**config.mk**
```make
export PLATFORM = sky130hd
export DESIGN_NAME = positional_array_list_core
export DESIGN_NICKNAME = d
export VERILOG_FILES = /design/src/design/pal_pkg.sv /design/src/design/pal_cell.sv /design/src/design/pal_ctrl.sv /design/src/design/positional_array_list_core.sv
export SDC_FILE = /design/constraint.sdc
export NUM_CORES = 2
export LEC_CHECK = 0
export BUFFER_PORTS_ARGS = -buffer_cell sky130_fd_sc_hd__buf_2
export CELL_PAD_IN_SITES_DETAIL_PLACEMENT = 1
export CELL_PAD_IN_SITES_GLOBAL_PLACEMENT = 1
export CORE_ASPECT_RATIO = 1.25
export CORE_UTILIZATION = 25
export DETAILED_ROUTE_END_ITERATION = 16
export GPL_TIMING_DRIVEN = 1
export PLACE_DENSITY_LB_ADDON = 0.08
export REMOVE_ABC_BUFFERS = 1
export SETUP_SLACK_MARGIN = 0.1
export SLEW_MARGIN = 20
export SYNTH_ARGS = -nofsm -noshare
export SYNTH_HDL_FRONTEND = slang
export SYNTH_SLANG_ARGS = --single-unit
```
**constraint.sdc**
```tcl
create_clock -name aclk -period 8.6 [get_ports aclk]
set_clock_uncertainty 0.05 [all_clocks]
set_input_delay 0.43 -clock aclk [delete_from_list [all_inputs] [get_ports aclk]]
set_output_delay 0.43 -clock aclk [all_outputs]
set_load 0.02 [all_outputs]
```
**src/design/pal_pkg.sv**
```systemverilog
// pal_pkg: shared constants, codes and types for the positional array list.
// Used by pal_cell, pal_ctrl and positional_array_list_core. No dependencies.
package pal_pkg;

    localparam int CAPACITY = 16;
    localparam int IDX_W    = (CAPACITY > 1) ? $clog2(CAPACITY) : 1;
    localparam int CNT_W    = $clog2(CAPACITY + 1);
    localparam int POS_IN_W = 5;
    localparam int CMP_W    = (CNT_W > POS_IN_W) ? CNT_W : POS_IN_W;

    typedef logic [31:0]      word_t;
    typedef logic [IDX_W-1:0] idx_t;
    typedef logic [CNT_W-1:0] cnt_t;
    typedef logic [CMP_W-1:0] cmp_t;

    localparam logic [2:0] ACT_INSERT_AT    = 3'd0;
    localparam logic [2:0] ACT_INSERT_FIRST = 3'd1;
    localparam logic [2:0] ACT_INSERT_LAST  = 3'd2;
    localparam logic [2:0] ACT_DELETE_AT    = 3'd3;
    localparam logic [2:0] ACT_REPLACE_AT   = 3'd4;
    localparam logic [2:0] ACT_SEARCH       = 3'd5;
    localparam logic [2:0] ACT_READ_AT      = 3'd6;
    localparam logic [2:0] ACT_CLEAR        = 3'd7;

    localparam logic [2:0] ST_OK       = 3'd0;
    localparam logic [2:0] ST_FULL     = 3'd1;
    localparam logic [2:0] ST_EMPTY    = 3'd2;
    localparam logic [2:0] ST_BADPOS   = 3'd3;
    localparam logic [2:0] ST_NOTFOUND = 3'd4;

    // per-cell update command
    typedef struct packed {
        logic load;
        logic from_left;
        logic from_right;
    } cell_cmd_t;

    // list operation broadcast to the cell row
    typedef struct packed {
        logic ins;
        logic del;
        logic rep;
        cmp_t pos;
    } list_op_t;

    // one result item
    typedef struct packed {
        logic [2:0] status;
        word_t      value;
        idx_t       found;
        cnt_t       count;
    } resp_t;

endpackage

```
**src/design/pal_cell.sv**
```systemverilog
// pal_cell: one storage cell of the list row; holds a word, shifts to/from
// its neighbors, and compares against the search key. Depends on pal_pkg.
module pal_cell (
    input  logic                aclk,
    input  pal_pkg::cell_cmd_t  cmd,
    input  pal_pkg::word_t      item,
    input  pal_pkg::word_t      left_data,
    input  pal_pkg::word_t      right_data,
    output pal_pkg::word_t      data,
    output logic                match
);

    pal_pkg::word_t data_reg;
    pal_pkg::word_t data_next;

    always_comb begin
        priority if (cmd.load) begin
            data_next = item;
        end else if (cmd.from_left) begin
            data_next = left_data;
        end else if (cmd.from_right) begin
            data_next = right_data;
        end else begin
            data_next = data_reg;
        end
    end

    always_ff @(posedge aclk) begin
        data_reg <= data_next;
    end

    assign data  = data_reg;
    assign match = (data_reg == item);

endmodule

```
**src/design/pal_ctrl.sv**
```systemverilog
// pal_ctrl: request decode for the list; checks bounds against the length,
// picks the row operation and forms the result. Depends on pal_pkg.
module pal_ctrl (
    input  logic              accept,
    input  logic [2:0]        action,
    input  logic [4:0]        position,
    input  pal_pkg::cnt_t     count,
    input  logic              hit,
    input  pal_pkg::idx_t     hit_idx,
    input  pal_pkg::word_t    rd_data,
    output pal_pkg::list_op_t op,
    output pal_pkg::resp_t    resp
);

    pal_pkg::cmp_t pos_ext;
    pal_pkg::cmp_t cnt_ext;
    pal_pkg::cmp_t ins_pos;
    logic          full;

    assign pos_ext = pal_pkg::cmp_t'(position);
    assign cnt_ext = pal_pkg::cmp_t'(count);
    assign full    = (cnt_ext >= pal_pkg::cmp_t'(pal_pkg::CAPACITY));

    always_comb begin
        op          = '0;
        resp.status = pal_pkg::ST_OK;
        resp.value  = '0;
        resp.found  = '0;
        resp.count  = count;
        ins_pos     = pos_ext;

        unique case (action)
            pal_pkg::ACT_INSERT_AT, pal_pkg::ACT_INSERT_FIRST,
            pal_pkg::ACT_INSERT_LAST: begin
                if (action == pal_pkg::ACT_INSERT_FIRST) begin
                    ins_pos = '0;
                end else if (action == pal_pkg::ACT_INSERT_LAST) begin
                    ins_pos = cnt_ext;
                end
                if (full) begin
                    resp.status = pal_pkg::ST_FULL;
                end else if (ins_pos > cnt_ext) begin
                    resp.status = pal_pkg::ST_BADPOS;
                end else begin
                    op.ins     = accept;
                    op.pos     = ins_pos;
                    resp.count = count + pal_pkg::cnt_t'(1);
                end
            end
            pal_pkg::ACT_DELETE_AT, pal_pkg::ACT_REPLACE_AT,
            pal_pkg::ACT_READ_AT: begin
                if (count == '0) begin
                    resp.status = pal_pkg::ST_EMPTY;
                end else if (pos_ext >= cnt_ext) begin
                    resp.status = pal_pkg::ST_BADPOS;
                end else begin
                    resp.value = rd_data;
                    op.pos     = pos_ext;
                    if (action == pal_pkg::ACT_DELETE_AT) begin
                        op.del     = accept;
                        resp.count = count - pal_pkg::cnt_t'(1);
                    end else if (action == pal_pkg::ACT_REPLACE_AT) begin
                        op.rep = accept;
                    end
                end
            end
            pal_pkg::ACT_SEARCH: begin
                if (hit) begin
                    resp.found = hit_idx;
                end else begin
                    resp.status = pal_pkg::ST_NOTFOUND;
                end
            end
            pal_pkg::ACT_CLEAR: begin
                resp.count = '0;
            end
            default: begin
                resp.count = count;
            end
        endcase
    end

endmodule

```
**src/design/positional_array_list_core.sv**
```systemverilog
// positional_array_list_core: top level of the ordered word list.
// Depends on pal_pkg, pal_cell and pal_ctrl.
//
// Ordered list of up to CAPACITY unsigned 32-bit words held in a row of cells,
// one word per cell; inserts and deletes move every cell above the position
// one step along the row, and a search compares all cells at once and takes
// the lowest matching index below the length. Every request yields exactly
// one result, held in an output register; a new request is taken whenever
// that register is empty or is being transferred in the same cycle, so one
// request per cycle is sustained while the result side keeps up. Reset clears
// the length and the output valid flag only; cell contents are never read
// before they are written.
module positional_array_list_core (
    input  logic        aclk,
    input  logic        aresetn,
    input  logic        s_valid,
    output logic        s_ready,
    input  logic [2:0]  s_action,
    input  logic [4:0]  s_position,
    input  logic [31:0] s_item,
    output logic        m_valid,
    input  logic        m_ready,
    output logic [2:0]  m_status,
    output logic [31:0] m_value_out,
    output logic [3:0]  m_found_index,
    output logic [4:0]  m_count_now
);

    localparam int N = pal_pkg::CAPACITY;

    pal_pkg::word_t    cell_data  [N];
    logic [N-1:0]      cell_match;
    pal_pkg::list_op_t op;
    pal_pkg::resp_t    resp;
    pal_pkg::cnt_t     count_reg;
    pal_pkg::cnt_t     count_next;
    pal_pkg::resp_t    resp_reg;
    logic              m_valid_reg;
    logic              m_valid_next;
    logic              fire;
    logic              hit;
    pal_pkg::idx_t     hit_idx;
    pal_pkg::word_t    rd_data;
    pal_pkg::cmp_t     rd_pos;

    assign s_ready = !m_valid_reg || m_ready;
    assign fire    = s_valid && s_ready;

    genvar gi;
    generate
        for (gi = 0; gi < N; gi++) begin : g_cell
            pal_pkg::cell_cmd_t cmd;
            pal_pkg::word_t     left_data;
            pal_pkg::word_t     right_data;

            assign cmd.load       = (op.ins || op.rep) && (op.pos == pal_pkg::cmp_t'(gi));
            assign cmd.from_left  = op.ins && (op.pos < pal_pkg::cmp_t'(gi));
            assign cmd.from_right = op.del && (op.pos <= pal_pkg::cmp_t'(gi));

            if (gi == 0) begin : g_first
                assign left_data = s_item;
            end else begin : g_mid
                assign left_data = cell_data[gi-1];
            end
            if (gi == N - 1) begin : g_last
                assign right_data = cell_data[gi];
            end else begin : g_inner
                assign right_data = cell_data[gi+1];
            end

            pal_cell u_cell (
                .aclk       (aclk),
                .cmd        (cmd),
                .item       (s_item),
                .left_data  (left_data),
                .right_data (right_data),
                .data       (cell_data[gi]),
                .match      (cell_match[gi])
            );
        end
    endgenerate

    // lowest matching cell inside the live part of the list
    always_comb begin
        hit     = 1'b0;
        hit_idx = '0;
        for (int i = N - 1; i >= 0; i--) begin
            if (cell_match[i] && (pal_pkg::cnt_t'(i) < count_reg)) begin
                hit     = 1'b1;
                hit_idx = pal_pkg::idx_t'(i);
            end
        end
    end

    assign rd_pos = pal_pkg::cmp_t'(s_position);

    always_comb begin
        if (rd_pos < pal_pkg::cmp_t'(N)) begin
            rd_data = cell_data[rd_pos[pal_pkg::IDX_W-1:0]];
        end else begin
            rd_data = '0;
        end
    end

    pal_ctrl u_ctrl (
        .accept   (fire),
        .action   (s_action),
        .position (s_position),
        .count    (count_reg),
        .hit      (hit),
        .hit_idx  (hit_idx),
        .rd_data  (rd_data),
        .op       (op),
        .resp     (resp)
    );

    assign count_next   = fire ? resp.count : count_reg;
    assign m_valid_next = fire || (m_valid_reg && !m_ready);

    always_ff @(posedge aclk) begin
        if (!aresetn) begin
            count_reg   <= '0;
            m_valid_reg <= 1'b0;
        end else begin
            count_reg   <= count_next;
            m_valid_reg <= m_valid_next;
        end
    end

    always_ff @(posedge aclk) begin
        if (fire) begin
            resp_reg <= resp;
        end
    end

    assign m_valid       = m_valid_reg;
    assign m_status      = resp_reg.status;
    assign m_value_out   = resp_reg.value;
    assign m_found_index = 4'(resp_reg.found);
    assign m_count_now   = 5'(resp_reg.count);

endmodule
```
== Word level (Yosys, flattened, before mapping) ==
Cells that the tools add are included.

* Flip-flop bits (word level): 562
* Input port bits: 44
* Output and inout port bits: 46
* Word-level logic and storage cells: 326

* Add/sub/neg operators: 2
* $lt $le $gt $ge: 52
* Equal/unequal tests: 38
* Multiplexer cells: 108
* Bitwise logic cells: 5
* Reductions and logical operators: 96

{| class="wikitable"
|+ Operator list
! operator !! number
|-
| two-way mux 32 bit || 49
|-
| equality test 32 bit || 16
|-
| binary-select mux 32 bit (select 4 bit) || 1
|-
| logical AND 1 bit || 65
|-
| two-way mux 5 bit || 10
|-
| nonzero test 3 bit || 15
|-
| equality test 5 x 4 -> 1 bit, second input constant || 8
|-
| < comparator 4 x 5 -> 1 bit, first input constant || 8
|-
| < comparator 5 x 4 -> 1 bit, second input constant || 8
|-
| <= comparator 5 x 4 -> 1 bit, second input constant || 7
|-
| two-way mux 4 bit || 8
|-
| two-way mux 1 bit || 23
|-
| equality test 5 x 3 -> 1 bit, second input constant || 4
|-
| <= comparator 5 x 3 -> 1 bit, second input constant || 4
|-
| < comparator 3 x 5 -> 1 bit, first input constant || 4
|-
| < comparator 5 x 3 -> 1 bit, second input constant || 4
|-
| two-way mux 3 bit || 6
|-
| one-hot mux 5 bit (3 select lines) || 1
|-
| two-way mux 7 bit || 2
|-
| equality test 3 bit, second input constant || 4
|-
| two-way mux 2 bit || 6
|-
| equality test 5 x 2 -> 1 bit, second input constant || 2
|-
| >= comparator 5 bit, second input constant || 2
|-
| <= comparator 5 x 1 -> 1 bit, second input constant || 2
|-
| 26 further kinds || 42
|}

== Logic depth before layout (Yosys ltp) ==
* Depth in word-level cells: 20
* Gate-level depth with buffers: 17
* Gate-level depth less buffers: 14

== By module ==
Synthesis repeated with hierarchy kept, for this count alone.

* Cell total of the unflattened synthesis: 3,554
* Area total of the unflattened synthesis: 39,251.4 sq um

{| class="wikitable"
|+ Modules (own cells, without submodules)
! module !! times used !! cells each !! area an instance (sq um) !! sequential area each (sq um)
|-
| pal_cell || 16 || 183 || 1,984.4 || 960.9
|-
| positional_array_list_core || 1 || 462 || 6,366.1 || 1,441.4
|-
| pal_ctrl || 1 || 164 || 1,134.8 || 0.0
|}

== Worst setup path before layout ==
OpenSTA, ideal clock, no wires.

* Kind: input port to flip-flop
* Start: in s_position[0]
* End: reg g_cell[1].u_cell.data_reg[0] (enable)
* Library setup time: 0.533 ns
* Data arrival time: 7.204 ns
* Required time: 8.017 ns
* Path slack: 0.813 ns
* Cell stages on the path: 12
* Path buffers: 3
* Cells stage by stage: clkbuf_1 clkbuf_1 clkbuf_1 inv_1 ha_1 nand2b_1 a31oi_1 o21ai_0 nor4_1 nand2_1 or2_2 o311ai_0

* Word-level cells in the longest chain between the ends: 10
* Elaborated cells between the ends (all ways): 22
* Those cells by class: 4 x order compare; 1 x eq/ne; 12 x mux; 5 x reduce/logical

{| class="wikitable"
|+ Ends and longest elaborated chain
! element !! line !! source
|-
| start, declared || positional_array_list_core.sv:19 || <nowiki>input logic [4:0] s_position,</nowiki>
|-
| two-way mux 5 bit || pal_ctrl.sv:37 || <nowiki>end else if (action == pal_pkg::ACT_INSERT_LAST) begin</nowiki>
|-
| two-way mux 5 bit || pal_ctrl.sv:35 || <nowiki>if (action == pal_pkg::ACT_INSERT_FIRST) begin</nowiki>
|-
| two-way mux 5 bit || pal_ctrl.sv:32 || <nowiki>unique case (action)</nowiki>
|-
| > comparator 5 bit || pal_ctrl.sv:42 || <nowiki>end else if (ins_pos > cnt_ext) begin</nowiki>
|-
| two-way mux 5 bit / two-way mux 1 bit (equally long branches) || pal_ctrl.sv:42 ||
|-
| two-way mux 5 bit / two-way mux 1 bit (equally long branches) || pal_ctrl.sv:40 || <nowiki>if (full) begin</nowiki>
|-
| one-hot mux 5 bit (2 select lines) / two-way mux 1 bit (equally long branches) || pal_ctrl.sv:32 ||
|-
| <= comparator 5 x 1 -> 1 bit, or another cell as far along || positional_array_list_core.sv:58 || <nowiki>assign cmd.from_right = op.del && (op.pos <= pal_pkg::cmp_t'(gi));</nowiki>
|-
| logical AND 1 bit, on equally long branches || positional_array_list_core.sv:58, positional_array_list_core.sv:56, positional_array_list_core.sv:57 ||
|-
| nonzero test 3 bit (no source line) * || n/a ||
|-
| end signal, assigned || pal_cell.sv:29 || <nowiki>data_reg <= data_next;</nowiki>
|-
| end, declared || pal_cell.sv:13 || <nowiki>pal_pkg::word_t data_reg;</nowiki>
|}

Every way passes the cells marked *; elsewhere a longest branch is shown, timed or not. The select of a mux whose other input is x is not followed.
A chain may end at the register's enable or synchronous reset.

== Worst setup path in the final report ==
* Start: reg count_reg[4]
* End: reg g_cell[7].u_cell.data_reg[2] (enable)

* Word-level cells in the longest chain between the ends: 10
* Elaborated cells between the ends (all ways): 24
* Those cells by class: 5 x order compare; 1 x eq/ne; 12 x mux; 6 x reduce/logical

{| class="wikitable"
|+ Ends and longest elaborated chain
! element !! line !! source
|-
| start, declared || positional_array_list_core.sv:35 || <nowiki>pal_pkg::cnt_t count_reg;</nowiki>
|-
| start signal, assigned || positional_array_list_core.sv:125 || <nowiki>count_reg <= count_next;</nowiki>
|-
| two-way mux 5 bit || pal_ctrl.sv:37 ||
|-
| two-way mux 5 bit || pal_ctrl.sv:35 ||
|-
| two-way mux 5 bit || pal_ctrl.sv:32 ||
|-
| > comparator 5 bit || pal_ctrl.sv:42 ||
|-
| two-way mux 5 bit / two-way mux 1 bit (equally long branches) || pal_ctrl.sv:42 ||
|-
| two-way mux 5 bit / two-way mux 1 bit (equally long branches) || pal_ctrl.sv:40 ||
|-
| one-hot mux 5 bit (2 select lines) / two-way mux 1 bit (equally long branches) || pal_ctrl.sv:32 ||
|-
| <= comparator 5 x 3 -> 1 bit, or another cell as far along || positional_array_list_core.sv:58 ||
|-
| logical AND 1 bit, on equally long branches || positional_array_list_core.sv:58, positional_array_list_core.sv:56, positional_array_list_core.sv:57 ||
|-
| nonzero test 3 bit (no source line) * || n/a ||
|-
| end signal, assigned || pal_cell.sv:29 ||
|-
| end, declared || pal_cell.sv:13 ||
|}

Marked as above.

==> results.json <==
{
  "cp_data_required_time_ns": 8.89,
  "synthFlopType": "edfxtp_1",
  "min_period_ns": 6.259,
  "synth-seq-cells": 562,
  "endpoint_kind": "flip-flop",
  "grt_use_met3": 0.02250,
  "cts_buffer_depth": 3,
  "dpl.hpwl_mm": 136.9,
  "syn_area_sq_um": 38070,
  "netlist.area_leader.share": 0.4386,
  "rows": 159,
  "ys_types": 71,
  "critPathMaxStageDelay_ns": 0.93,
  "r2r-end": "g_cell[7].u_cell.data[2]$_DFFE_PP_",
  "hold_buffers": 3,
  "cts_tree": "built",
  "crit_slowest_cell": "or4_1",
  "endpoint": "g_cell[7].u_cell.data[2]$_DFFE_PP_",
  "io_pins": 90,
  "die_x_microns": 351.0,
  "total_power_uw": 7375,
  "vias": 29370,
  "synth_edf_count": 556,
  "crit_start": "count_reg[4]$_SDFFE_PN0P_",
  "ctsResizeCount": 0,
  "synth_fa_ha_area_frac": 0.004273,
  "ys_seq_area_frac": 0.4418,
  "cp_max_fo": 37,
  "yosys_warnings": 0,
  "largest_reg_flops": 512,
  "slew_headroom": 0.2285,
  "grt_use_met1": 0.3053,
  "die_y_microns": 438.3,
  "cts_root_buf": "clkbuf_16",
  "clk_latency_ns": 0.70,
  "cts-buffers-inserted": 77,
  "grt_pass1_vias": 30620,
  "arrival_ns": 6.55,
  "fin_setup_tns_ns": 0,
  "grt_util_met2": 0.3999,
  "syn_avg_cell_area_sq_um": 10.72,
  "gp_congestion": 0.9307,
  "core_sq_um": 150600,
  "htreeDepth": 3,
  "area_growth_pct": 13.06,
  "grt_max_degree": 66,
  "pre_cts_slack_ns": 2.103,
  "drc_errors": 0,
  "p_leak_uw": 0.01520,
  "synth_common_cells": "556 x edfxtp_1, 452 x nand2_1, 305 x xor2_1, 297 x nor2_1, 259 x mux2i_1",
  "busiest_layer": "met2",
  "r2r_slack_ns": 2.34,
  "synthXorXnorAreaFrac": 0.1173,
  "fin_nets": 3532,
  "die_area_sq_um": 153800,
  "synth_top_family_by_area": "multiplexers",
  "port_buffers": 89,
  "p_per_area_nw_per_um2": 171.4,
  "fmax_ghz": 0.1598,
  "setup_viol": 0,
  "worstRegToRegCells": 11,
  "rr_startpoint": "count_reg[4]$_SDFFE_PN0P_",
  "fill_cells": 16670,
  "cts_sinks": 562,
  "clk_pin_slew_ns": 0.06,
  "wl_per_cell_microns": 33.31,
  "synth.most_common_cell": "edfxtp_1",
  "floorplan.initialDensity": 0.2528,
  "cp_common_cell": "buf_4",
  "drive_above_1_share": 0.1578,
  "max-cap-violations": 0,
  "status": "finished clean",
  "crit_type": "flip-flop to flip-flop",
  "finalHoldViolations": 0,
  "synth.area.mux_share": 0.1817,
  "hold_class": "input port to flip-flop",
  "fin_crit_sh": 0.7278,
  "yosys.area.top_type": "edfxtp_1",
  "ir_drop_mv": 0.1505,
  "crit_chain": "inv_1 -> ha_1 -> and3_1 -> o21ai_1 -> a32oi_2 -> or4_1 -> nor2_4 -> buf_4 -> nand2_2 -> nand3b_1 -> buf_4",
  "gr-total-overflow": 0,
  "synthArstFlopShare": 0,
  "routed_wl_mm": 184.9,
  "synth_compound_area_frac": 0.09358,
  "post-cts-setup-buffer-count": 0,
  "netlist_top_cells_area": "edfxtp_1 44%, mux4_2 9.5%, xor2_1 7.0%",
  "final_util": 0.2858,
  "postLayoutSetupSlackWorst_ns": 2.341,
  "worst_slew_pin_slew_ns": 1.147,
  "cp-start-kind": "flip-flop",
  "drtPass1Iterations": 5,
  "drtIter0Drc": 2322,
  "grt_setup_unrepaired": "no",
  "drv_slew": 0,
  "antenna_found_initial": 17,
  "track_usage": 0.2376,
  "ant_nets": 0,
  "grt_pass1_wl_mm": 255.3,
  "routed_via_density": 5.291,
  "synth_cells": 3550,
  "yosys.area_share.simple": 0.1223
}
per-stage QoR:
step | area [sq um] | std cells | hold slack (ns)
2_1_floorplan | 36640 | 3208 | 0.4994
3_3_place_gp | 40570 | 5402 | 0.4642
3_5_place_dp | 40630 | 5404 | 0.4808
4_1_cts | 43000 | 5547 | 0.1734
5_1_grt | 43030 | 5550 | 0.2553
6_report | 43040 | 5551 | 0.2260
worst min path at each step:
stage	startpoint	endpoint	cells past startpoint
6_report	s_item[20]	g_cell[12].u_cell.data[20]$_DFFE_PP_	3
5_1_grt	s_action[2]	m_status[1]$_DFFE_PP_	2
4_1_cts	s_action[2]	m_status[1]$_DFFE_PP_	2
3_5_place_dp	m_valid$_SDFF_PN0_	m_valid$_SDFF_PN0_	2
3_3_place_gp	m_valid$_SDFF_PN0_	m_valid$_SDFF_PN0_	2
2_1_floorplan	g_cell[15].u_cell.data[1]$_DFFE_PP_	g_cell[14].u_cell.data[1]$_DFFE_PP_	2
routing by layer:
metal  vias to the layer above  part of all wire
li1                      12870                 -
met1                     15480              0.43
met2                       810              0.49
met3                       205             0.038
met4                         2             0.047
met5                         -          0.000070
critical path, delay by kind of cell (launching register included):
family	cells	cell delay, ns
AO/OA/AOI/OAI	2	0.34
adder cells (fa/ha/maj)	1	0.43
buffers and inverters	3	1.45
flip-flops	1	0.88
AND/OR/NAND/NOR	5	2.69
placed cells by master (no fill, tap or decap), types with 11 or more instances in the layout:
| cell type | count |
|---|---|
| edfxtp_1 | 556 |
| a22o_1 | 37 |
| nor4_1 | 83 |
| o21ai_0 | 110 |
| clkinv_1 | 28 |
| xor2_1 | 305 |
| clkbuf_16 | 79 |
| mux2_2 | 62 |
| mux2i_1 | 258 |
| xnor2_1 | 205 |
| a21oi_1 | 186 |
| nand3_1 | 20 |
| nand4_1 | 67 |
| a31oi_1 | 98 |
| clkinv_2 | 11 |
| inv_1 | 14 |
| nor3_1 | 25 |
| nor2_1 | 291 |
| ha_1 | 13 |
| buf_2 | 87 |
| a22oi_1 | 65 |
| mux4_2 | 160 |
| clkbuf_1 | 16 |
| buf_4 | 93 |
| nor2b_1 | 36 |
| nand2_1 | 447 |
| a21o_1 | 34 |
cells by family (layout without fill, tap and decap cells):
logic type                 count (synthesis)  in the layout
AOI/OAI and AO/OA                        580            580
xor gates and xnor gates                 510            510
adders and majority gates                 13             13
buffers and inverters                    357            343
DFF                                      562            562
muxes                                    483            483
other                                      0              3
and+or+nand+nor                         1045           1045
cell type report:
cell class / instances / area (sq um) / area share
Sequential cell: 562 / 16820 / 0.3907
Inverter: 15 / 57.56 / 0.001337
Clock buffer: 95 / 2037 / 0.04733
Timing Repair Buffer: 188 / 1272 / 0.02957
Multi-Input combinational cell: 2631 / 20030 / 0.4655
Tap cell: 2012 / 2517 / 0.05850
Clock inverter: 45 / 295.3 / 0.006861
Antenna cell: 3 / 7.507 / 0.0001744
report_power, final:
part           leakage (uW)  switching [uW]  internal [uW]
Sequential          0.00513            96.5           3100
Combinational       0.00893             688            342
Clock               0.00114            1390           1760
Power figures use the tool's default switching activity.
